**src/ucpd_pkg.sv**
```systemverilog
// Package with the types, constants and helper function of the UTF-8 and percent decoder.
package ucpd_pkg;

  // Field widths and result buffer sizes.
  localparam int unsigned BYTE_W    = 8;
  localparam int unsigned CP_W      = 21;
  localparam int unsigned MAX_RES   = 4;
  localparam int unsigned RES_IDX_W = $clog2(MAX_RES);
  localparam int unsigned RES_CNT_W = $clog2(MAX_RES + 1);
  localparam int unsigned IN_DATA_W  = 8;
  localparam int unsigned OUT_DATA_W = 24;

  // Characters and lead byte patterns.
  localparam logic [BYTE_W-1:0] PCT_CHAR   = 8'd37;
  localparam logic [BYTE_W-1:0] LEAD2_MASK = 8'd224;
  localparam logic [BYTE_W-1:0] LEAD2_FORM = 8'd192;
  localparam logic [BYTE_W-1:0] LEAD3_MASK = 8'd240;
  localparam logic [BYTE_W-1:0] LEAD3_FORM = 8'd224;
  localparam logic [BYTE_W-1:0] LEAD4_MASK = 8'd248;
  localparam logic [BYTE_W-1:0] LEAD4_FORM = 8'd240;
  localparam logic [BYTE_W-1:0] CONT_MASK  = 8'd192;
  localparam logic [BYTE_W-1:0] CONT_FORM  = 8'd128;

  // Decoder modes.
  typedef enum logic [1:0] {
    MODE_IDLE = 2'd0,
    MODE_UTF  = 2'd1,
    MODE_PCT1 = 2'd2,
    MODE_PCT2 = 2'd3
  } mode_t;

  // Result of a hexadecimal digit lookup.
  typedef struct packed {
    logic       ok;
    logic [3:0] val;
  } hex_t;

  // Hexadecimal digit value of a byte: 0-9, a-f and A-F.
  function automatic hex_t hex_value(input logic [BYTE_W-1:0] b);
    hex_t h;
    h.ok  = 1'b1;
    h.val = 4'd0;
    if (b >= 8'd48 && b <= 8'd57) begin
      h.val = 4'(b - 8'd48);
    end else if (b >= 8'd97 && b <= 8'd102) begin
      h.val = 4'(b - 8'd87);
    end else if (b >= 8'd65 && b <= 8'd70) begin
      h.val = 4'(b - 8'd55);
    end else begin
      h.ok = 1'b0;
    end
    return h;
  endfunction

endpackage

```
**src/utf8_percent_code_point_decoder.sv**
```systemverilog
// Top level of the UTF-8 and percent-escape code point decoder.
//
// Usage:
//   Bytes of text enter on the in_ stream, one request per byte; in_tlast
//   marks the last byte of the text and flushes any pending sequence.
//   Code points leave on the out_ stream; out_tlast marks the final result
//   caused by one input byte. A byte causes zero to four results.
// Timing and throughput:
//   The results of a byte appear in the cycle after it is accepted. The
//   decode is one combinational pass from the accepted byte and the decoder
//   state into a four-entry result buffer, so one byte is accepted per
//   cycle while each byte gives at most one result and out_tready is high.
//   The buffer drains one result per cycle while out_tready is high; the
//   next byte is taken in the cycle in which the last buffered result is taken.
// Reset:
//   rst_n low clears the decoder mode, counters, lead byte and the result
//   buffer; no results are pending afterwards.
// Stalls:
//   While out_tready is low the current result holds and in_tready drops
//   once no buffered result is about to leave.
module utf8_percent_code_point_decoder (
  input  logic                               clk,
  input  logic                               rst_n,
  input  logic                               in_tvalid,
  output logic                               in_tready,
  input  logic [ucpd_pkg::IN_DATA_W-1:0]     in_tdata,   // data_byte[7:0]
  input  logic                               in_tlast,   // end_of_text
  output logic                               out_tvalid,
  input  logic                               out_tready,
  output logic [ucpd_pkg::OUT_DATA_W-1:0]    out_tdata,  // code_point[20:0], was_raw[21], zero
  output logic                               out_tlast   // last_of_run
);
  import ucpd_pkg::*;

  // Decoder state.
  mode_t             mode_r,  mode_nxt;
  logic [1:0]        need_r,  need_nxt;
  logic [1:0]        held_r,  held_nxt;
  logic [BYTE_W-1:0] lead_r,  lead_nxt;
  logic [BYTE_W-1:0] hb0_r,   hb0_nxt;
  logic [BYTE_W-1:0] hb1_r,   hb1_nxt;

  // Result buffer.
  logic [CP_W-1:0]      buf_val_r [MAX_RES];
  logic                 buf_raw_r [MAX_RES];
  logic [RES_CNT_W-1:0] buf_cnt_r;
  logic [RES_IDX_W-1:0] buf_idx_r;

  // Results of the current byte.
  logic [CP_W-1:0]      res_val [MAX_RES];
  logic                 res_raw [MAX_RES];
  logic [RES_CNT_W-1:0] res_n;

  logic [BYTE_W-1:0] b;
  logic              eot;
  logic              in_accept;
  logic              out_pop;
  logic              is_cont;
  logic [CP_W-1:0]   combined;
  logic [CP_W-1:0]   comb_base;
  hex_t              hex_b;
  hex_t              hex_h0;

  // Fresh handling of a byte outside any sequence.
  logic              fresh_emit;
  logic [BYTE_W-1:0] fresh_val;
  logic              fresh_raw;
  mode_t             fresh_mode;
  logic [1:0]        fresh_need;

  assign b         = in_tdata[BYTE_W-1:0];
  assign eot       = in_tlast;
  assign in_accept = in_tvalid && in_tready;
  assign out_pop   = out_tvalid && out_tready;
  assign is_cont   = (b & CONT_MASK) == CONT_FORM;
  assign hex_b     = hex_value(b);
  assign hex_h0    = hex_value(hb0_r);

  // Handshake: take a byte when the buffer is empty or its last result leaves now.
  assign in_tready  = (buf_cnt_r == '0) ||
                      ((buf_cnt_r == RES_CNT_W'(1)) && out_tready);
  assign out_tvalid = buf_cnt_r != '0;
  assign out_tlast  = buf_cnt_r == RES_CNT_W'(1);
  assign out_tdata  = {{(OUT_DATA_W - CP_W - 1){1'b0}}, buf_raw_r[buf_idx_r],
                       buf_val_r[buf_idx_r]};

  // Classify a byte that starts afresh.
  always_comb begin
    fresh_emit = 1'b0;
    fresh_val  = b;
    fresh_raw  = 1'b0;
    fresh_mode = MODE_IDLE;
    fresh_need = 2'd0;
    if ((b & LEAD2_MASK) == LEAD2_FORM) begin
      fresh_need = 2'd1;
    end else if ((b & LEAD3_MASK) == LEAD3_FORM) begin
      fresh_need = 2'd2;
    end else if ((b & LEAD4_MASK) == LEAD4_FORM) begin
      fresh_need = 2'd3;
    end
    if (b == PCT_CHAR) begin
      if (eot) begin
        fresh_emit = 1'b1;
      end else begin
        fresh_mode = MODE_PCT1;
      end
    end else if (fresh_need == 2'd0) begin
      fresh_emit = 1'b1;
    end else if (eot) begin
      fresh_emit = 1'b1;
      fresh_raw  = 1'b1;
    end else begin
      fresh_mode = MODE_UTF;
    end
  end

  // Combine the lead byte, the held bytes and the final continuation byte.
  always_comb begin
    unique case (need_r)
      2'd1:    comb_base = CP_W'(lead_r[4:0]);
      2'd2:    comb_base = CP_W'(lead_r[3:0]);
      default: comb_base = CP_W'(lead_r[2:0]);
    endcase
    case (held_r)
      2'd0:    combined = {comb_base[14:0], b[5:0]};
      2'd1:    combined = {comb_base[8:0], hb0_r[5:0], b[5:0]};
      default: combined = {comb_base[2:0], hb0_r[5:0], hb1_r[5:0], b[5:0]};
    endcase
  end

  // Next decoder state and the results of the current byte.
  always_comb begin
    mode_nxt = mode_r;
    need_nxt = need_r;
    held_nxt = held_r;
    lead_nxt = lead_r;
    hb0_nxt  = hb0_r;
    hb1_nxt  = hb1_r;
    res_n    = '0;
    for (int i = 0; i < MAX_RES; i++) begin
      res_val[i] = '0;
      res_raw[i] = 1'b0;
    end
    unique case (mode_r)
      MODE_UTF: begin
        if (is_cont && ({1'b0, held_r} + 3'd1 >= {1'b0, need_r})) begin
          // Sequence complete.
          res_val[0] = combined;
          res_n      = RES_CNT_W'(1);
          mode_nxt   = MODE_IDLE;
          held_nxt   = 2'd0;
          need_nxt   = 2'd0;
        end else if (is_cont && !eot) begin
          // Hold another continuation byte.
          if (held_r[0]) begin
            hb1_nxt = b;
          end else begin
            hb0_nxt = b;
          end
          held_nxt = held_r + 2'd1;
        end else begin
          // Abort: lead byte and held bytes go out raw first.
          res_val[0] = CP_W'(lead_r);
          res_raw[0] = 1'b1;
          res_val[1] = CP_W'(hb0_r);
          res_raw[1] = 1'b1;
          res_val[2] = CP_W'(hb1_r);
          res_raw[2] = 1'b1;
          res_n      = RES_CNT_W'(held_r) + RES_CNT_W'(1);
          mode_nxt   = MODE_IDLE;
          held_nxt   = 2'd0;
          need_nxt   = 2'd0;
          if (is_cont) begin
            // Text ended inside the sequence.
            res_val[RES_IDX_W'(res_n)] = CP_W'(b);
            res_raw[RES_IDX_W'(res_n)] = 1'b1;
            res_n = res_n + RES_CNT_W'(1);
          end else begin
            // The breaking byte is handled afresh.
            if (fresh_emit) begin
              res_val[RES_IDX_W'(res_n)] = CP_W'(fresh_val);
              res_raw[RES_IDX_W'(res_n)] = fresh_raw;
              res_n = res_n + RES_CNT_W'(1);
            end
            mode_nxt = fresh_mode;
            if (fresh_mode == MODE_UTF) begin
              lead_nxt = b;
              need_nxt = fresh_need;
            end
          end
        end
      end
      MODE_PCT1: begin
        if (eot) begin
          res_val[0] = hex_b.ok ? CP_W'(hex_b.val) : CP_W'(PCT_CHAR);
          res_n      = RES_CNT_W'(1);
          mode_nxt   = MODE_IDLE;
        end else begin
          hb0_nxt  = b;
          mode_nxt = MODE_PCT2;
        end
      end
      MODE_PCT2: begin
        if (!hex_h0.ok) begin
          res_val[0] = CP_W'(PCT_CHAR);
        end else if (!hex_b.ok) begin
          res_val[0] = CP_W'(hex_h0.val);
        end else begin
          res_val[0] = CP_W'({hex_h0.val, hex_b.val});
        end
        res_n    = RES_CNT_W'(1);
        mode_nxt = MODE_IDLE;
      end
      MODE_IDLE: begin
        if (fresh_emit) begin
          res_val[0] = CP_W'(fresh_val);
          res_raw[0] = fresh_raw;
          res_n      = RES_CNT_W'(1);
        end
        mode_nxt = fresh_mode;
        if (fresh_mode == MODE_UTF) begin
          lead_nxt = b;
          need_nxt = fresh_need;
          held_nxt = 2'd0;
        end
      end
      default: begin
        mode_nxt = MODE_IDLE;
      end
    endcase
  end

  // Decoder state register, updated on each accepted byte.
  always_ff @(posedge clk) begin
    if (!rst_n) begin
      mode_r <= MODE_IDLE;
      need_r <= 2'd0;
      held_r <= 2'd0;
      lead_r <= '0;
    end else if (in_accept) begin
      mode_r <= mode_nxt;
      need_r <= need_nxt;
      held_r <= held_nxt;
      lead_r <= lead_nxt;
    end
  end

  // Held bytes carry no reset.
  always_ff @(posedge clk) begin
    if (in_accept) begin
      hb0_r <= hb0_nxt;
      hb1_r <= hb1_nxt;
    end
  end

  // Result buffer control: load on a byte with results, else drain.
  always_ff @(posedge clk) begin
    if (!rst_n) begin
      buf_cnt_r <= '0;
      buf_idx_r <= '0;
    end else if (in_accept && (res_n != '0)) begin
      buf_cnt_r <= res_n;
      buf_idx_r <= '0;
    end else if (out_pop) begin
      buf_cnt_r <= buf_cnt_r - RES_CNT_W'(1);
      buf_idx_r <= buf_idx_r + RES_IDX_W'(1);
    end
  end

  // Result buffer payload.
  always_ff @(posedge clk) begin
    if (in_accept && (res_n != '0)) begin
      for (int i = 0; i < MAX_RES; i++) begin
        buf_val_r[i] <= res_val[i];
        buf_raw_r[i] <= res_raw[i];
      end
    end
  end

  // The buffer never reports more results than it holds.
  a_cnt_bound: assert property (@(posedge clk) disable iff (!rst_n)
    buf_cnt_r <= RES_CNT_W'(MAX_RES))
    else $error("result buffer count out of range");

  // While collecting, fewer bytes are held than the lead calls for.
  a_utf_counts: assert property (@(posedge clk) disable iff (!rst_n)
    (mode_r == MODE_UTF) |-> ((need_r != 2'd0) && (held_r < need_r)))
    else $error("inconsistent sequence counters");

  // A byte closing a percent escape always yields a result next cycle.
  a_pct2_result: assert property (@(posedge clk) disable iff (!rst_n)
    (in_accept && (mode_r == MODE_PCT2)) |=> out_tvalid)
    else $error("percent escape gave no result");

  // A drained result advances the read pointer by one.
  a_drain_step: assert property (@(posedge clk) disable iff (!rst_n)
    (out_pop && (buf_cnt_r > RES_CNT_W'(1))) |=> (buf_idx_r == $past(buf_idx_r) + RES_IDX_W'(1)))
    else $error("result buffer pointer slipped");

endmodule
```
**config.mk**
```make
export PLATFORM = sky130hd
export DESIGN_NAME = utf8_percent_code_point_decoder
export DESIGN_NICKNAME = d
export VERILOG_FILES = /design/src/ucpd_pkg.sv /design/src/utf8_percent_code_point_decoder.sv
export SDC_FILE = /design/constraint.sdc
export NUM_CORES = 1
export LEC_CHECK = 0
export BUFFER_PORTS_ARGS = -buffer_cell sky130_fd_sc_hd__clkbuf_2
export CAP_MARGIN = 15
export CELL_PAD_IN_SITES_DETAIL_PLACEMENT = 1
export CELL_PAD_IN_SITES_GLOBAL_PLACEMENT = 1
export CORE_MARGIN = 2
export CORE_UTILIZATION = 23
export DETAILED_ROUTE_END_ITERATION = 8
export PLACE_DENSITY_LB_ADDON = 0.15
export REMOVE_ABC_BUFFERS = 1
export SLEW_MARGIN = 20
export SYNTH_ARGS = -nofsm -noshare
export SYNTH_HDL_FRONTEND = slang
export SYNTH_SLANG_ARGS = --single-unit
```
**constraint.sdc**
```tcl
create_clock -name clk -period 7.5 [get_ports clk]
set_input_delay 1.125 -clock clk [delete_from_list [all_inputs] [get_ports clk]]
set_output_delay 1.125 -clock clk [all_outputs]
set_load 0.01 [all_outputs]
```
Word level (Yosys, flattened, before mapping):

Memory sizes are Yosys's and may differ from the RTL's. A register that Yosys moved wholly into a read port is not among the register bits.
Index checks and enable logic that the tools add are counted.

* RAM bits: 88
* bits in registers: 35
* bits of input ports: 13
* memories: 2
* word-level logic and storage cells: 184
* latch bits: 0
* bits in read-only memories: 0
* output and inout port bits: 27

Memories
* buf_val_r: words 4, bits a word 21, read ports 1, clocked after memory_dff 1, write ports 4, RTL line utf8_percent_code_point_decoder.sv:44 `logic [CP_W-1:0] buf_val_r [MAX_RES];`
* buf_raw_r: words 4, bits a word 1, read ports 1, clocked after memory_dff 1, write ports 4, RTL line utf8_percent_code_point_decoder.sv:45 `logic buf_raw_r [MAX_RES];`

* mux-type cells: 90
* div/mod/pow operators: 0
* add/subtract/negate cells: 11
* reduce and logical (&&, ||, !) cells: 31
* shift operators: 0
* multipliers: 0
* eq/ne operators: 21
* $lt $le $gt $ge: 15
* bitwise logic cells: 6

Operator list (count)
* 84-bit two-way mux: 3
* 63-bit two-way mux: 2
* 8-bit two-way mux: 11
* 84-bit bitwise mux: 1
* 21-bit one-hot mux with 4 select lines: 1
* 21-bit demux with 2-bit select: 1
* 2-bit two-way mux: 21
* 21-bit two-way mux: 2
* 21-bit one-hot mux with 2 select lines: 1
* 4-bit two-way mux: 10
* 8-bit by 7-bit >= comparator with 1-bit output, second input constant: 4
* 8-bit by 7-bit less-or-equal comparator with 1-bit output, second input constant: 4
* 8-bit one-hot mux with 2 select lines: 2
* 3-bit two-way mux: 7
* 1-bit two-way mux: 19
* 8-bit by 6-bit >= comparator with 1-bit output, second input constant: 2
* 8-bit by 6-bit less-or-equal comparator with 1-bit output, second input constant: 2
* 4-bit by 3-bit subtractor with 4-bit output, second input constant: 4
* 2-bit != test, second input constant: 7
* 1-bit logical AND: 13
* 6-bit two-way mux: 2
* 3-bit one-hot mux with 4 select lines: 1
* 5-bit one-hot mux with 2 select lines: 1
* 5-bit AND reduction: 2
* other kinds (36): 51

Depth between registers and ports, before layout:

* word-level depth: 16
* depth in mapped cells: 10
* gate-level depth less buffers: 8

Worst setup path after synthesis:

OpenSTA, ideal clock, no wires.

* kind: input to register
* from: in in_tdata[5] in the netlist's numbering
* to: mem buf_raw_r[0], enable pin
* setup slack: 1.701 ns
* buffers on the path: 2
* data required time: 7.009 ns
* library setup time: 0.491 ns
* arrival: 5.308 ns
* stages on the path: 7
* cells stage by stage: buf_6 -> and3_4 -> or3_1 -> buf_6 -> nand2_1 -> mux2_2 -> a31oi_1

RTL lines
* start: declaration: RTL line utf8_percent_code_point_decoder.sv:26 `input logic [ucpd_pkg::IN_DATA_W-1:0] in_tdata,`
* end: declaration: RTL line utf8_percent_code_point_decoder.sv:45

==> results.py <==
metrics = {
    "yosys": {
        "syn_area_cell_um2": 10.69,
        "synth.yosys.warnings": 0,
        "synth_edf_count": 65,
        "synthDominantCellAreaShare_pct": 39.88,
        "synthTopCellsByArea": "sky130_fd_sc_hd__edfxtp_1, sky130_fd_sc_hd__dfxtp_1, sky130_fd_sc_hd__mux2i_1, sky130_fd_sc_hd__ha_1, sky130_fd_sc_hd__mux4_2",
        "synth_top_flop_cell": "sky130_fd_sc_hd__edfxtp_1",
        "synth_top_area_cell": "sky130_fd_sc_hd__edfxtp_1",
        "asyncSetResetFlopFracSynth_pct": 0,
        "ys_seq_elements": 86,
        "seq_area_frac_synth_pct": 48.47,
        "synth_cell_type_count": 64,
        "post_synth_most_frequent_cells": "sky130_fd_sc_hd__edfxtp_1, sky130_fd_sc_hd__nor2_1, sky130_fd_sc_hd__nand2_1, sky130_fd_sc_hd__mux2i_1, sky130_fd_sc_hd__dfxtp_1",
        "mappedNetlistArea_um2": 4895,
        "yosys.cell_count.top_type": "sky130_fd_sc_hd__edfxtp_1",
        "synthesis.instances": 458,
    },
    "clock_network": {
        "cts_made_buffers": 9,
        "htree_levels": 3,
        "clk-insertion-delay-late_ns": 0.35,
        "post-cts-setup-buffer-count": 0,
        "clockBufferDepth": 2,
        "post_cts_resize_count": 0,
        "clockRootBuffer": "sky130_fd_sc_hd__clkbuf_16",
        "tritoncts": "yes",
        "holdBufCountCts": 0,
        "clkTransAtPathRegs_ns": 0.06,
        "clkSinkCount": 86,
    },
    "worst_setup_path": {
        "worst-r2r-setup-slack_ns": 3.66,
        "r2r_end": "buf_val_r[0][10]",
        "timing.setup.critical_path_class": "reg -> reg",
        "cells_on_worst_reg2reg_path": 7,
        "worst-endpoint-required_ns": 7.48,
        "launching_point_of_the_worst_reg2reg_path": "held_r[0]",
        "worstPathMaxFanout": 52,
        "critical_path.startpoint_type": "flop",
        "crit_path_end_kind": "flop",
        "cp.arrival_ns": 3.82,
    },
    "detailed_routing": {
        "detail_route.drc_violations": 0,
        "drt-wirelength-per-cell_um": 19.22,
        "postRouteAntennaNets": 0,
        "drtPass1Iterations": 4,
        "num_vias": 3639,
        "via_per_inst": 4.782,
        "drtIter0Drc": 151,
        "detail_route.wirelength_um": 14630,
    },
    "sta": {
        "timing_max_transition_violations_final": 0,
        "max_freq_mhz": 260.2,
        "postLayoutSetupSlackWorst_ns": 3.656,
        "hold_viol": 0,
        "unrepaired_setup_endpoints_after_global_routing": "no",
        "timing.slew.headroom_pct": 34.13,
        "layout_min_cycle_time_ns": 3.844,
        "worst_slew_pin_slew_ns": 0.9880,
        "final_min_period_over_clock_period_pct": 51.25,
        "timing.clock.skew_ns": 0.006689,
        "finalSetupViolations": 0,
        "setup_total_negative_slack_ns": 0,
    },
    "global_route": {
        "overflow": 0,
        "number_of_global_route_vias_before_repair": 3787,
        "maximum_number_of_pins_on_one_net_before_global_route_repair": 53,
        "grt_antenna_before_repair": 0,
        "global_route.usage.total_pct": 13.39,
        "first_pass_grt_wire_length_um": 22510,
    },
    "place": {
        "total_placed_cells_including_tap_cells": 745,
        "dpl_cell_area_um2": 5330,
        "hpwlAfterDp_um": 10930,
        "place.port_buffers": 37,
        "routabilityCongestion": 0.8710,
        "dp_slack_ns": 3.428,
    },
    "die": {
        "die_width_um": 149.9,
        "core_area_um2": 20960,
        "io-pin-count": 40,
        "starting_density_of_the_core_pct": 23.36,
        "dieHeight_um": 149.9,
        "placementRows": 53,
        "die_area_um2": 22460,
    },
    "finish": {
        "final-seq-area_um2": 2372,
        "layoutNonFillerInstCount": 761,
        "area_growth_pct": 14.85,
        "finish.instance_area_um2": 5622,
        "total_area_of_multi_input_combinational_cells_um2": 2350,
        "drive_above_1_share_pct": 16.67,
        "num-nets-final": 512,
        "antenna_cells_inserted": 0,
        "num-fill-cells": 2398,
    },
    "power": {
        "vdd_drop_max_mv": 0.07185,
        "leakagePower_nw": 1.969,
        "powerDensity_nw_per_um2": 289.3,
    },
    "min_path": {
        "min_path_type": "reg -> reg",
        "hold_start": "lead_r[6]",
        "worst_hold_path.endpoint": "lead_r[6]",
        "holdPathStages": 1,
    },
    "run_status": {
        "outcome": "finished, final reports clean",
    },
    "run": {
        "drv.max_cap_violation_count": 0,
    },
}
-- cell usage in the layout, fill, tap and decap left out, types with 8 or more instances in the layout --
| master | netlist | routed |
|---|---|---|
| sky130_fd_sc_hd__dfxtp_1 | 21 | 21 |
| sky130_fd_sc_hd__nor2_1 | 48 | 48 |
| sky130_fd_sc_hd__o21ai_0 | 12 | 12 |
| sky130_fd_sc_hd__clkbuf_2 | 1 | 37 |
| sky130_fd_sc_hd__ha_1 | 17 | 17 |
| sky130_fd_sc_hd__mux2i_1 | 26 | 26 |
| sky130_fd_sc_hd__mux4_2 | 9 | 9 |
| sky130_fd_sc_hd__clkbuf_16 | 0 | 9 |
| sky130_fd_sc_hd__nor3_1 | 13 | 12 |
| sky130_fd_sc_hd__a22oi_1 | 14 | 14 |
| sky130_fd_sc_hd__and2_1 | 19 | 19 |
| sky130_fd_sc_hd__nand2_1 | 40 | 40 |
| sky130_fd_sc_hd__inv_1 | 13 | 13 |
| sky130_fd_sc_hd__edfxtp_1 | 65 | 65 |
| sky130_fd_sc_hd__a21oi_1 | 20 | 20 |
| sky130_fd_sc_hd__nand3_1 | 8 | 8 |
| sky130_fd_sc_hd__nor2b_1 | 14 | 14 |
-- logic make-up (layout without fill, tap and decap cells) --
| logic type | after synthesis | after routing | share of synthesized area (%) |
|---|---|---|---|
| other | 1 | 2 | 0.07661 |
| buffers and inverters | 43 | 70 | 4.013 |
| adders and majority gates | 18 | 18 | 4.755 |
| muxes | 37 | 37 | 9.918 |
| xor gates and xnor gates | 6 | 6 | 1.074 |
| DFF | 86 | 86 | 48.47 |
| and+or+nand+nor | 180 | 180 | 18.97 |
| AOI/OAI and AO/OA | 87 | 87 | 12.73 |
-- flip-flops by register name, indices dropped and copies added, names as in the netlist, 3 cells and up, named ones only --
name / count
lead_r: 8
buf_cnt_r: 3
hb1_r: 8
buf_val_r: 45
hb0_r: 8
buf_raw_r: 4
-- metrics by stage --
stage          total power (W)  hold WS [ns]  util [%]
6_report              0.001626        0.4955     26.83
5_1_grt               0.001728        0.5265     26.83
4_1_cts               0.001663        0.5038     26.83
3_5_place_dp          0.001209        0.4918     25.44
3_3_place_gp          0.001203        0.4754     25.44
2_1_floorplan         0.001016        0.4405         -
-- layer usage --
metal	part of all wire, %	vias to the layer above	track usage, %
met3	2.6	12	2.378
met4	1.2	0	3.962
li1	-	1726	-
met2	49	55	22.44
met5	0	-	0
met1	47	1846	17.60
-- power breakdown --
part	internal [W]	leakage, nW	total, W	switching [W]
registers	0.000654	0.788	0.000712	0.0000585
clock network	0.000257	0.136	0.000447	0.000190
logic	0.000190	1.04	0.000467	0.000277
-- critical path, stage by stage (launching register included) --
cell and delay (ns):
sky130_fd_sc_hd__dfxtp_1 0.47, sky130_fd_sc_hd__inv_1 0.20, sky130_fd_sc_hd__fa_1 0.58, sky130_fd_sc_hd__o311ai_0 0.13
sky130_fd_sc_hd__a21o_1 0.55, sky130_fd_sc_hd__or4_1 0.72, sky130_fd_sc_hd__a31oi_4 0.20, sky130_fd_sc_hd__buf_4 0.54
-- final cells by class --
type / instances / area share (%)
Clock inverter: 6 / 1.113
Clock buffer: 10 / 4.073
Timing Repair Buffer: 41 / 3.828
Sequential cell: 86 / 42.20
Tap cell: 275 / 6.121
Multi-Input combinational cell: 330 / 41.80
Inverter: 13 / 0.8680
-- how the worst max path moves through the flow --
stage	endpoint	slack [ns]	cells past startpoint	from
after global routing	buf_val_r[0][10]	3.42	7	held_r[0]
after floorplan	buf_raw_r[0]	1.80	5	in_tdata[5]
after CTS	buf_val_r[0][18]	3.55	7	held_r[0]
after detailed placement	buf_val_r[0][20]	3.43	6	in_tdata[6]
after global placement	buf_val_r[0][20]	3.45	6	in_tdata[6]
final	buf_val_r[0][10]	3.66	7	held_r[0]
No activity file was read; power rests on OpenSTA's default activity.
